## config.mk

```make
export PLATFORM = sky130hd
export DESIGN_NAME = disk_track_block_capacity_unit
export DESIGN_NICKNAME = d
export VERILOG_FILES = /design/src/rtl/dtbc_pkg.sv /design/src/rtl/dtbc_front.sv /design/src/rtl/dtbc_div_cell.sv /design/src/rtl/disk_track_block_capacity_unit.sv
export SDC_FILE = /design/constraint.sdc
export NUM_CORES = 2
export LEC_CHECK = 0
export BUFFER_PORTS_ARGS = -buffer_cell sky130_fd_sc_hd__buf_2
export CAP_MARGIN = 10
export CELL_PAD_IN_SITES_DETAIL_PLACEMENT = 0
export CELL_PAD_IN_SITES_GLOBAL_PLACEMENT = 1
export CORE_ASPECT_RATIO = 0.9
export CORE_MARGIN = 2
export CORE_UTILIZATION = 50
export DETAILED_ROUTE_END_ITERATION = 8
export PLACE_DENSITY_LB_ADDON = 0.1
export SLEW_MARGIN = 40
export SYNTH_ARGS = -nofsm -noshare
export SYNTH_HDL_FRONTEND = slang
export SYNTH_SLANG_ARGS = --single-unit
```

## constraint.sdc

```tcl
create_clock -name clk -period 3 [get_ports clk]
set_input_delay 0.15 -clock clk [delete_from_list [all_inputs] [get_ports clk]]
set_output_delay 0.15 -clock clk [all_outputs]
set_load 0.01 [all_outputs]
```

## src/rtl/dtbc_pkg.sv

```systemverilog
// shared types, constants and the capacity table for the blocks-per-track unit
`timescale 1ns / 1ps

package dtbc_pkg;

  // default width of track length and block size
  localparam int SIZE_WIDTH_DEF = 16;

  // configuration register indexes
  typedef enum logic [1:0] {
    CFG_TABLE_DEVICE = 2'd0,
    CFG_CELL_DEVICE  = 2'd1,
    CFG_FLAT_DEVICE  = 2'd2
  } cfg_idx_t;

  // reset device codes
  localparam logic [7:0] CODE_TABLE_RST = 8'd15;
  localparam logic [7:0] CODE_CELL_RST  = 8'd14;
  localparam logic [7:0] CODE_FLAT_RST  = 8'd11;

  // geometry constants
  localparam int unsigned TABLE_MAX_BLOCK  = 56664;
  localparam int unsigned CELL_TRACK_CELLS = 1499;
  localparam int unsigned CELL_OVERHEAD    = 15;
  localparam int unsigned CELL_EXTRA       = 12;
  localparam int unsigned CELL_ROUND       = 31;
  localparam int unsigned CELL_SHIFT       = 5;
  localparam int unsigned FLAT_TRACK_BYTES = 19254;
  localparam int unsigned FLAT_OVERHEAD    = 185;

  // descending table of minimum block lengths and their counts
  localparam int CAP_ROWS = 63;
  localparam int COUNT_W  = 7;

  localparam logic [15:0] CAP_LEAST [CAP_ROWS] = '{
    16'd27999, 16'd18453, 16'd13683, 16'd10797, 16'd8907,
    16'd7549,  16'd6519,  16'd5727,  16'd5065,  16'd4567,
    16'd4137,  16'd3769,  16'd3441,  16'd3175,  16'd2943,
    16'd2711,  16'd2547,  16'd2377,  16'd2213,  16'd2083,
    16'd1947,  16'd1851,  16'd1749,  16'd1647,  16'd1551,
    16'd1483,  16'd1387,  16'd1319,  16'd1251,  16'd1183,
    16'd1155,  16'd1087,  16'd1019,  16'd985,   16'd951,
    16'd889,   16'd855,   16'd821,   16'd787,   16'd753,
    16'd719,   16'd691,   16'd657,   16'd623,   16'd589,
    16'd555,   16'd521,   16'd487,   16'd459,   16'd425,
    16'd391,   16'd357,   16'd323,   16'd289,   16'd255,
    16'd227,   16'd193,   16'd159,   16'd125,   16'd91,
    16'd57,    16'd23,    16'd1
  };

  localparam logic [COUNT_W-1:0] CAP_COUNT [CAP_ROWS] = '{
    7'd1,  7'd2,  7'd3,  7'd4,  7'd5,  7'd6,  7'd7,  7'd8,  7'd9,  7'd10,
    7'd11, 7'd12, 7'd13, 7'd14, 7'd15, 7'd16, 7'd17, 7'd18, 7'd19, 7'd20,
    7'd21, 7'd22, 7'd23, 7'd24, 7'd25, 7'd26, 7'd27, 7'd28, 7'd29, 7'd30,
    7'd31, 7'd32, 7'd33, 7'd34, 7'd35, 7'd36, 7'd37, 7'd38, 7'd39, 7'd40,
    7'd41, 7'd42, 7'd43, 7'd44, 7'd45, 7'd46, 7'd48, 7'd49, 7'd50, 7'd52,
    7'd54, 7'd55, 7'd57, 7'd59, 7'd61, 7'd64, 7'd66, 7'd69, 7'd72, 7'd75,
    7'd78, 7'd82, 7'd86
  };

  // sideband that travels down the divider chain with each query
  typedef struct packed {
    logic               valid;
    logic               exact;
    logic               force_zero;
    logic               use_table;
    logic [COUNT_W-1:0] table_count;
  } side_t;

  // parallel compare against every row, first matching row wins
  function automatic logic [COUNT_W-1:0] table_lookup(input logic [31:0] size);
    logic [COUNT_W-1:0] cnt;
    cnt = '0;
    for (int r = CAP_ROWS - 1; r >= 0; r--) begin
      if (size >= {16'd0, CAP_LEAST[r]}) begin
        cnt = CAP_COUNT[r];
      end
    end
    if (size > TABLE_MAX_BLOCK) begin
      cnt = '0;
    end
    return cnt;
  endfunction

endpackage

```

## src/rtl/dtbc_front.sv

```systemverilog
// front stage: device decode, table lookup and dividend/divisor selection
`timescale 1ns / 1ps

module dtbc_front #(
  parameter int SIZE_WIDTH = dtbc_pkg::SIZE_WIDTH_DEF
) (
  input  logic                  clk,
  input  logic                  rst_n,
  input  logic                  take,
  input  logic [7:0]            device_code,
  input  logic [SIZE_WIDTH-1:0] track_length,
  input  logic [SIZE_WIDTH-1:0] block_size,
  input  logic [7:0]            code_table,
  input  logic [7:0]            code_cell,
  input  logic [7:0]            code_flat,
  output dtbc_pkg::side_t       side_out,
  output logic [SIZE_WIDTH:0]   rem_out,
  output logic [SIZE_WIDTH-1:0] nq_out,
  output logic [SIZE_WIDTH:0]   div_out
);
  import dtbc_pkg::*;

  localparam int W  = SIZE_WIDTH;
  localparam int DW = SIZE_WIDTH + 1;

  logic          is_table;
  logic          is_cell;
  logic          is_flat;
  logic [DW-1:0] cell_sum;
  logic [DW-1:0] cell_div;
  logic [DW-1:0] flat_div;
  side_t         side_nxt;
  side_t         side_r;
  logic [W-1:0]  num_nxt;
  logic [W-1:0]  num_r;
  logic [DW-1:0] div_nxt;
  logic [DW-1:0] div_r;

  // device match, table wins over cell, cell over flat
  assign is_table = (device_code == code_table);
  assign is_cell  = (device_code == code_cell);
  assign is_flat  = (device_code == code_flat);

  // cell overhead plus rounded-up cell count, flat overhead plus size
  assign cell_sum = DW'(block_size) + DW'(CELL_EXTRA + CELL_ROUND);
  assign cell_div = (cell_sum >> CELL_SHIFT) + DW'(CELL_OVERHEAD);
  assign flat_div = DW'(block_size) + DW'(FLAT_OVERHEAD);

  // operand select
  always_comb begin
    side_nxt.valid       = take;
    side_nxt.exact       = is_table | is_cell | is_flat;
    side_nxt.force_zero  = (block_size == '0);
    side_nxt.use_table   = is_table;
    side_nxt.table_count = table_lookup(32'(block_size));
    if (is_table) begin
      num_nxt = '0;
      div_nxt = DW'(1);
    end else if (is_cell) begin
      num_nxt = W'(CELL_TRACK_CELLS);
      div_nxt = cell_div;
    end else if (is_flat) begin
      num_nxt = W'(FLAT_TRACK_BYTES);
      div_nxt = flat_div;
    end else begin
      num_nxt = track_length;
      div_nxt = DW'(block_size);
    end
  end

  // stage register
  always_ff @(posedge clk) begin
    if (!rst_n) begin
      side_r.valid <= 1'b0;
    end else begin
      side_r.valid <= side_nxt.valid;
    end
    side_r.exact       <= side_nxt.exact;
    side_r.force_zero  <= side_nxt.force_zero;
    side_r.use_table   <= side_nxt.use_table;
    side_r.table_count <= side_nxt.table_count;
    num_r              <= num_nxt;
    div_r              <= div_nxt;
  end

  assign side_out = side_r;
  assign rem_out  = '0;
  assign nq_out   = num_r;
  assign div_out  = div_r;

endmodule

```

## src/rtl/dtbc_div_cell.sv

```systemverilog
// one restoring divider cell: resolves one quotient bit per cycle
`timescale 1ns / 1ps

module dtbc_div_cell #(
  parameter int SIZE_WIDTH = dtbc_pkg::SIZE_WIDTH_DEF
) (
  input  logic                  clk,
  input  logic                  rst_n,
  input  dtbc_pkg::side_t       side_in,
  input  logic [SIZE_WIDTH:0]   rem_in,
  input  logic [SIZE_WIDTH-1:0] nq_in,
  input  logic [SIZE_WIDTH:0]   div_in,
  output dtbc_pkg::side_t       side_out,
  output logic [SIZE_WIDTH:0]   rem_out,
  output logic [SIZE_WIDTH-1:0] nq_out,
  output logic [SIZE_WIDTH:0]   div_out
);
  import dtbc_pkg::*;

  localparam int W  = SIZE_WIDTH;
  localparam int DW = SIZE_WIDTH + 1;

  logic [DW:0]   trial;
  logic [DW:0]   diff;
  logic          q_bit;
  logic [DW-1:0] rem_nxt;
  logic [W-1:0]  nq_nxt;
  side_t         side_r;
  logic [DW-1:0] rem_r;
  logic [W-1:0]  nq_r;
  logic [DW-1:0] div_r;

  // shift in next dividend bit, trial subtract
  assign trial   = {rem_in, nq_in[W-1]};
  assign diff    = trial - {1'b0, div_in};
  assign q_bit   = (trial >= {1'b0, div_in});
  assign rem_nxt = q_bit ? diff[DW-1:0] : trial[DW-1:0];
  assign nq_nxt  = {nq_in[W-2:0], q_bit};

  // hand off to the next cell
  always_ff @(posedge clk) begin
    if (!rst_n) begin
      side_r.valid <= 1'b0;
    end else begin
      side_r.valid <= side_in.valid;
    end
    side_r.exact       <= side_in.exact;
    side_r.force_zero  <= side_in.force_zero;
    side_r.use_table   <= side_in.use_table;
    side_r.table_count <= side_in.table_count;
    rem_r              <= rem_nxt;
    nq_r               <= nq_nxt;
    div_r              <= div_in;
  end

  assign side_out = side_r;
  assign rem_out  = rem_r;
  assign nq_out   = nq_r;
  assign div_out  = div_r;

endmodule

```

## src/rtl/disk_track_block_capacity_unit.sv

```systemverilog
// top level: config registers, divider cell chain and result register
// path: front stage register, then SIZE_WIDTH divider cells, then the result register
// throughput: one query per cycle, busy stays low; the rate is set by the chain of
//   SIZE_WIDTH divider cells, each resolving one quotient bit and passing it on
// reset: synchronous active-low rst_n clears all valid bits and loads the device
//   codes 15, 14 and 11; results are strobed for one cycle, the receiver cannot stall
`timescale 1ns / 1ps

module disk_track_block_capacity_unit #(
  parameter int SIZE_WIDTH = dtbc_pkg::SIZE_WIDTH_DEF
) (
  input  logic                  clk,
  input  logic                  rst_n,
  input  logic                  start,
  output logic                  busy,
  input  logic [7:0]            in_device_code,
  input  logic [SIZE_WIDTH-1:0] in_track_length,
  input  logic [SIZE_WIDTH-1:0] in_block_size,
  output logic                  out_valid,
  output logic [15:0]           out_blocks_per_track,
  output logic                  out_is_exact,
  input  logic                  cfg_valid,
  output logic                  cfg_ready,
  input  logic [1:0]            cfg_index,
  input  logic [7:0]            cfg_data
);
  import dtbc_pkg::*;

  localparam int W   = SIZE_WIDTH;
  localparam int DW  = SIZE_WIDTH + 1;
  localparam int LAT = SIZE_WIDTH + 2;

  logic [7:0]  code_table_r;
  logic [7:0]  code_cell_r;
  logic [7:0]  code_flat_r;
  logic        take;

  side_t         side   [W+1];
  logic [DW-1:0] rem    [W+1];
  logic [W-1:0]  nq     [W+1];
  logic [DW-1:0] div    [W+1];

  logic          sat;
  logic [15:0]   blocks_nxt;
  logic          valid_r;
  logic [15:0]   blocks_r;
  logic          exact_r;

  assign busy      = 1'b0;
  assign cfg_ready = 1'b1;
  assign take      = start & ~busy;

  // configuration registers
  always_ff @(posedge clk) begin
    if (!rst_n) begin
      code_table_r <= CODE_TABLE_RST;
      code_cell_r  <= CODE_CELL_RST;
      code_flat_r  <= CODE_FLAT_RST;
    end else if (cfg_valid && cfg_ready) begin
      case (cfg_idx_t'(cfg_index))
        CFG_TABLE_DEVICE: code_table_r <= cfg_data;
        CFG_CELL_DEVICE:  code_cell_r  <= cfg_data;
        CFG_FLAT_DEVICE:  code_flat_r  <= cfg_data;
        default: ;
      endcase
    end
  end

  // decode and operand stage
  dtbc_front #(
    .SIZE_WIDTH (SIZE_WIDTH)
  ) u_front (
    .clk          (clk),
    .rst_n        (rst_n),
    .take         (take),
    .device_code  (in_device_code),
    .track_length (in_track_length),
    .block_size   (in_block_size),
    .code_table   (code_table_r),
    .code_cell    (code_cell_r),
    .code_flat    (code_flat_r),
    .side_out     (side[0]),
    .rem_out      (rem[0]),
    .nq_out       (nq[0]),
    .div_out      (div[0])
  );

  // divider chain, one cell per quotient bit
  for (genvar i = 0; i < W; i++) begin : g_cell
    dtbc_div_cell #(
      .SIZE_WIDTH (SIZE_WIDTH)
    ) u_cell (
      .clk      (clk),
      .rst_n    (rst_n),
      .side_in  (side[i]),
      .rem_in   (rem[i]),
      .nq_in    (nq[i]),
      .div_in   (div[i]),
      .side_out (side[i+1]),
      .rem_out  (rem[i+1]),
      .nq_out   (nq[i+1]),
      .div_out  (div[i+1])
    );
  end

  // path select and saturation of the quotient
  assign sat = |(nq[W] >> 16);
  always_comb begin
    if (side[W].force_zero) begin
      blocks_nxt = '0;
    end else if (side[W].use_table) begin
      blocks_nxt = 16'(side[W].table_count);
    end else if (sat) begin
      blocks_nxt = 16'hFFFF;
    end else begin
      blocks_nxt = nq[W][15:0];
    end
  end

  // result register, one-cycle strobe per transfer
  always_ff @(posedge clk) begin
    if (!rst_n) begin
      valid_r <= 1'b0;
    end else begin
      valid_r <= side[W].valid;
    end
    blocks_r <= blocks_nxt;
    exact_r  <= side[W].exact;
  end

  assign out_valid            = valid_r;
  assign out_blocks_per_track = blocks_r;
  assign out_is_exact         = exact_r;

`ifndef ASSERT_OFF
  // every accepted query comes out after the fixed latency
  a_latency_fwd: assert property (@(posedge clk) disable iff (!rst_n)
    take |-> ##LAT out_valid)
    else $error("accepted query did not produce a result on time");

  // no result without a matching query accepted earlier
  a_latency_back: assert property (@(posedge clk) disable iff (!rst_n)
    out_valid |-> $past(take, LAT))
    else $error("result strobe without a matching query");

  // zero block size always yields zero blocks
  a_zero_block: assert property (@(posedge clk) disable iff (!rst_n)
    side[W].valid && side[W].force_zero |=> out_valid && out_blocks_per_track == 16'd0)
    else $error("zero block size gave nonzero blocks");

  // table path never exceeds the largest table count
  a_table_max: assert property (@(posedge clk) disable iff (!rst_n)
    side[W].valid && side[W].use_table && !side[W].force_zero
      |=> out_blocks_per_track <= 16'd86 && out_is_exact)
    else $error("table path result out of range");
`endif

endmodule

```

==> impl_metrics.json <==
{
  "ys_ff_latch": 1028,
  "place.gp.congestion": 0.9271,
  "dp_hpwl_mm": 63.66,
  "initial_core_util_pct": 50.68,
  "place_inst": 5015,
  "postRouteAntennaNets": 0,
  "drt-pass1-iter-count": 6,
  "arrival_ns": 3.43,
  "synth_nets": 4250,
  "critPathKind": "reg -> reg",
  "slew_headroom_pct": 54.60,
  "cts_root_buffer": "clkbuf_16",
  "maxCapViolations": 0,
  "die-width_um": 300.5,
  "overflow": 0,
  "worstHoldStart": "in_block_size[3]",
  "setup_viol": 0,
  "first_global_vias": 25850,
  "fin_crit_ns": 2.850,
  "routed_wl_mm": 84.98,
  "rows": 97,
  "synth.most_common_cell": "dfxtp_1",
  "yosys-top-cells-area": "dfxtp_1 52%, ha_1 8.3%, inv_1 3.2%",
  "post-route-util_pct": 58.35,
  "ys_seq_area_share_pct": 52.04,
  "ff_latch_area_mm2": 0.02058,
  "hold_violations": 0,
  "regToRegEndpoint": "g_cell[11].u_cell.rem_out[12]$_DFF_P_",
  "fill_cells": 6770,
  "stdcell_count": 5239,
  "ir_worst_vdd_mv": 0.4934,
  "drive_above_1_share_pct": 10.20,
  "hold_ws_ns": 0.04869,
  "p_leak_nw": 20.40,
  "drt_iter0_markers": 1810,
  "cts.sinks": 1028,
  "h-tree-depth": 3,
  "track_usage_pct": 20.77,
  "end_kind": "flip-flop",
  "hp-class": "in -> reg",
  "synthCells": 3921,
  "tritoncts": "yes",
  "synth.avg_cell_area_um2": 10.09,
  "fmax_mhz": 350.8,
  "synthArstFlopShare_pct": 0,
  "cts_max_path_buffers": 3,
  "pre_cts_slack_ns": -0.03906,
  "yosysUniqueCellTypes": 94,
  "synth_area_mm2": 0.03955,
  "ys.flop_type": "dfxtp_1",
  "yosysTopAreaCellShare_pct": 52.04,
  "antenna_found_initial": 4,
  "die_y_um": 270.8,
  "area_delta_synth_final_pct": 15.14,
  "nets": 4448,
  "worst_pin_slew_ns": 0.6788,
  "dieArea_mm2": 0.08137,
  "drc": 0,
  "via_count": 26970,
  "fin_total_pwr_mw": 38.40,
  "synthTopCellsByCount": "1028 x dfxtp_1, 342 x inv_1, 273 x nand2_1, 261 x ha_1, 205 x o21ai_0",
  "worstSetupStartpointType": "flip-flop",
  "hold_depth": 3,
  "period_share_pct": 95.01,
  "io_buffers": 71,
  "timing.final.ws_setup_ns": 0.1497,
  "grt_pass1_wl_mm": 136.4,
  "multiInputGateArea_mm2": 0.01738,
  "hold_end": "u_front.div_out[3]$_SDFF_PP0_",
  "synth-warning-count": 0,
  "cts_made_buffers": 99,
  "report.final.slew_viol_count": 0,
  "power_per_cell_area_mw_per_mm2": 843.3,
  "skew_ns": 0.03850,
  "crit_required_ns": 3.58,
  "rr_worst_depth": 12,
  "r2r_slack_ns": 0.15,
  "io_pins": 74,
  "cp_max_fo": 13,
  "r2r-start": "g_cell[10].u_cell.nq_out[15]$_DFF_P_",
  "grt_max_degree": 43,
  "clk_pin_slew_ns": 0.06,
  "synth_top_area_cell": "dfxtp_1",
  "viasPerCell": 5.148,
  "clk_latency_ns": 0.68,
  "run_status": "completed",
  "synth-edff-count": 0,
  "wl_per_cell_um": 16.22,
  "core_area_mm2": 0.07804
}
[through the flow]
stage	area, um^2	setup TNS (ns)
6_report	45540	0
3_5_place_dp	41470	-0.1539
2_1_floorplan	39550	0
5_1_grt	45530	-0.01143
4_1_cts	45400	0
3_3_place_gp	41460	-0.02455
[layout make-up]
| type | count | area share [%] |
|---|---|---|
| Tap cell | 1039 | 2.855 |
| Sequential cell | 1028 | 45.20 |
| Clock buffer | 130 | 6.113 |
| Antenna cell | 2 | 0.01099 |
| Clock inverter | 50 | 1.643 |
| Timing Repair Buffer | 190 | 3.154 |
| Multi-Input combinational cell | 2453 | 38.17 |
| Inverter | 347 | 2.860 |
[worst max-delay path by stage]
stage                                    startpoint                               endpoint  slack, ns  cells past startpoint
2_1_floorplan   g_cell[1].u_cell.nq_out[15]$_DFF_P_   g_cell[2].u_cell.rem_out[10]$_DFF_P_       0.28                     12
3_3_place_gp    g_cell[5].u_cell.div_out[2]$_DFF_P_   g_cell[6].u_cell.rem_out[13]$_DFF_P_      -0.01                     11
3_5_place_dp    g_cell[5].u_cell.div_out[2]$_DFF_P_   g_cell[6].u_cell.rem_out[14]$_DFF_P_      -0.04                     11
4_1_cts         g_cell[5].u_cell.div_out[2]$_DFF_P_   g_cell[6].u_cell.rem_out[13]$_DFF_P_       0.04                     12
5_1_grt         g_cell[1].u_cell.div_out[1]$_DFF_P_   g_cell[2].u_cell.rem_out[15]$_DFF_P_      -0.01                     10
6_report       g_cell[10].u_cell.nq_out[15]$_DFF_P_  g_cell[11].u_cell.rem_out[12]$_DFF_P_       0.15                     12
[metal layers]
metal  up-vias  part of all wire [%]  track usage (%)  wire length (um)
met5         -                     0                0                 0
met4         0                   2.6            6.263              2184
met3       156                   4.6            3.357              3943
met2       584                    43            31.91             36580
met1     12290                    50            29.88             42270
li1      13940                     -                -                 -
[where the power goes]
group / internal, mW / total (mW) / switching [mW] / leakage (nW)
clock network: 7.68 / 13.0 / 5.36 / 1.70
registers: 15.3 / 16.1 / 0.808 / 8.52
logic: 4.18 / 9.27 / 5.09 / 10.2
total: 27.2 / 38.4 / 11.3 / 20.4
[critical path, cell delays in order, from the launching register on]
cell       delay, ns
dfxtp_1         0.32
inv_1           0.04
ha_1            0.20
fa_1            0.40
nor2b_1         0.14
o21a_1          0.15
o21ai_1         0.11
a2111oi_1       0.41
buf_4           0.19
a211oi_1        0.05
a31o_2          0.32
buf_4           0.21
o31ai_1         0.24
[flip-flops by register name, summed over array words and instances (netlist names)]
register / flops
code_flat_r: 8
out_blocks_per_track: 16
u_front.nq_out: 16
g_cell.u_cell.rem_out: 255
u_front.side_out: 11
code_cell_r: 8
code_table_r: 8
out_valid: 1
g_cell.u_cell.side_out: 176
g_cell.u_cell.nq_out: 256
u_front.div_out: 17
out_is_exact: 1
g_cell.u_cell.div_out: 255
[logic make-up after synthesis]
family / synth area share, %
flops: 52.04
simple gates: 12.25
compound gates: 14.05
buf+inv: 4.372
fa+ha+maj: 8.966
xor+xnor: 4.894
mux: 3.417
other cells: 0.01899
[cell usage in the layout, fill, tap and decap left out, types with 42 or more instances in the layout]
master	count
o21a_1	52
a211oi_1	42
dfxtp_1	1026
nand3_1	51
xor2_1	100
inv_1	342
buf_2	71
buf_4	72
o21ai_0	205
clkbuf_16	99
a21o_1	73
o21ai_1	74
nor2b_1	58
mux2i_1	45
xnor2_1	121
and2_1	63
nor2_1	187
nand2_1	273
ha_1	261
nor3_1	81
a21oi_1	173
[repair_timing]
action	4_1_cts	5_1_grt
buffers inserted	0	1
endpoints found under the setup margin	4	92
pin swaps	0	6
resized for setup	1	23
hold endpoints to repair	55	0
gates cloned	0	1
hold buffers	40	0
Power figures use the tool's default switching activity.
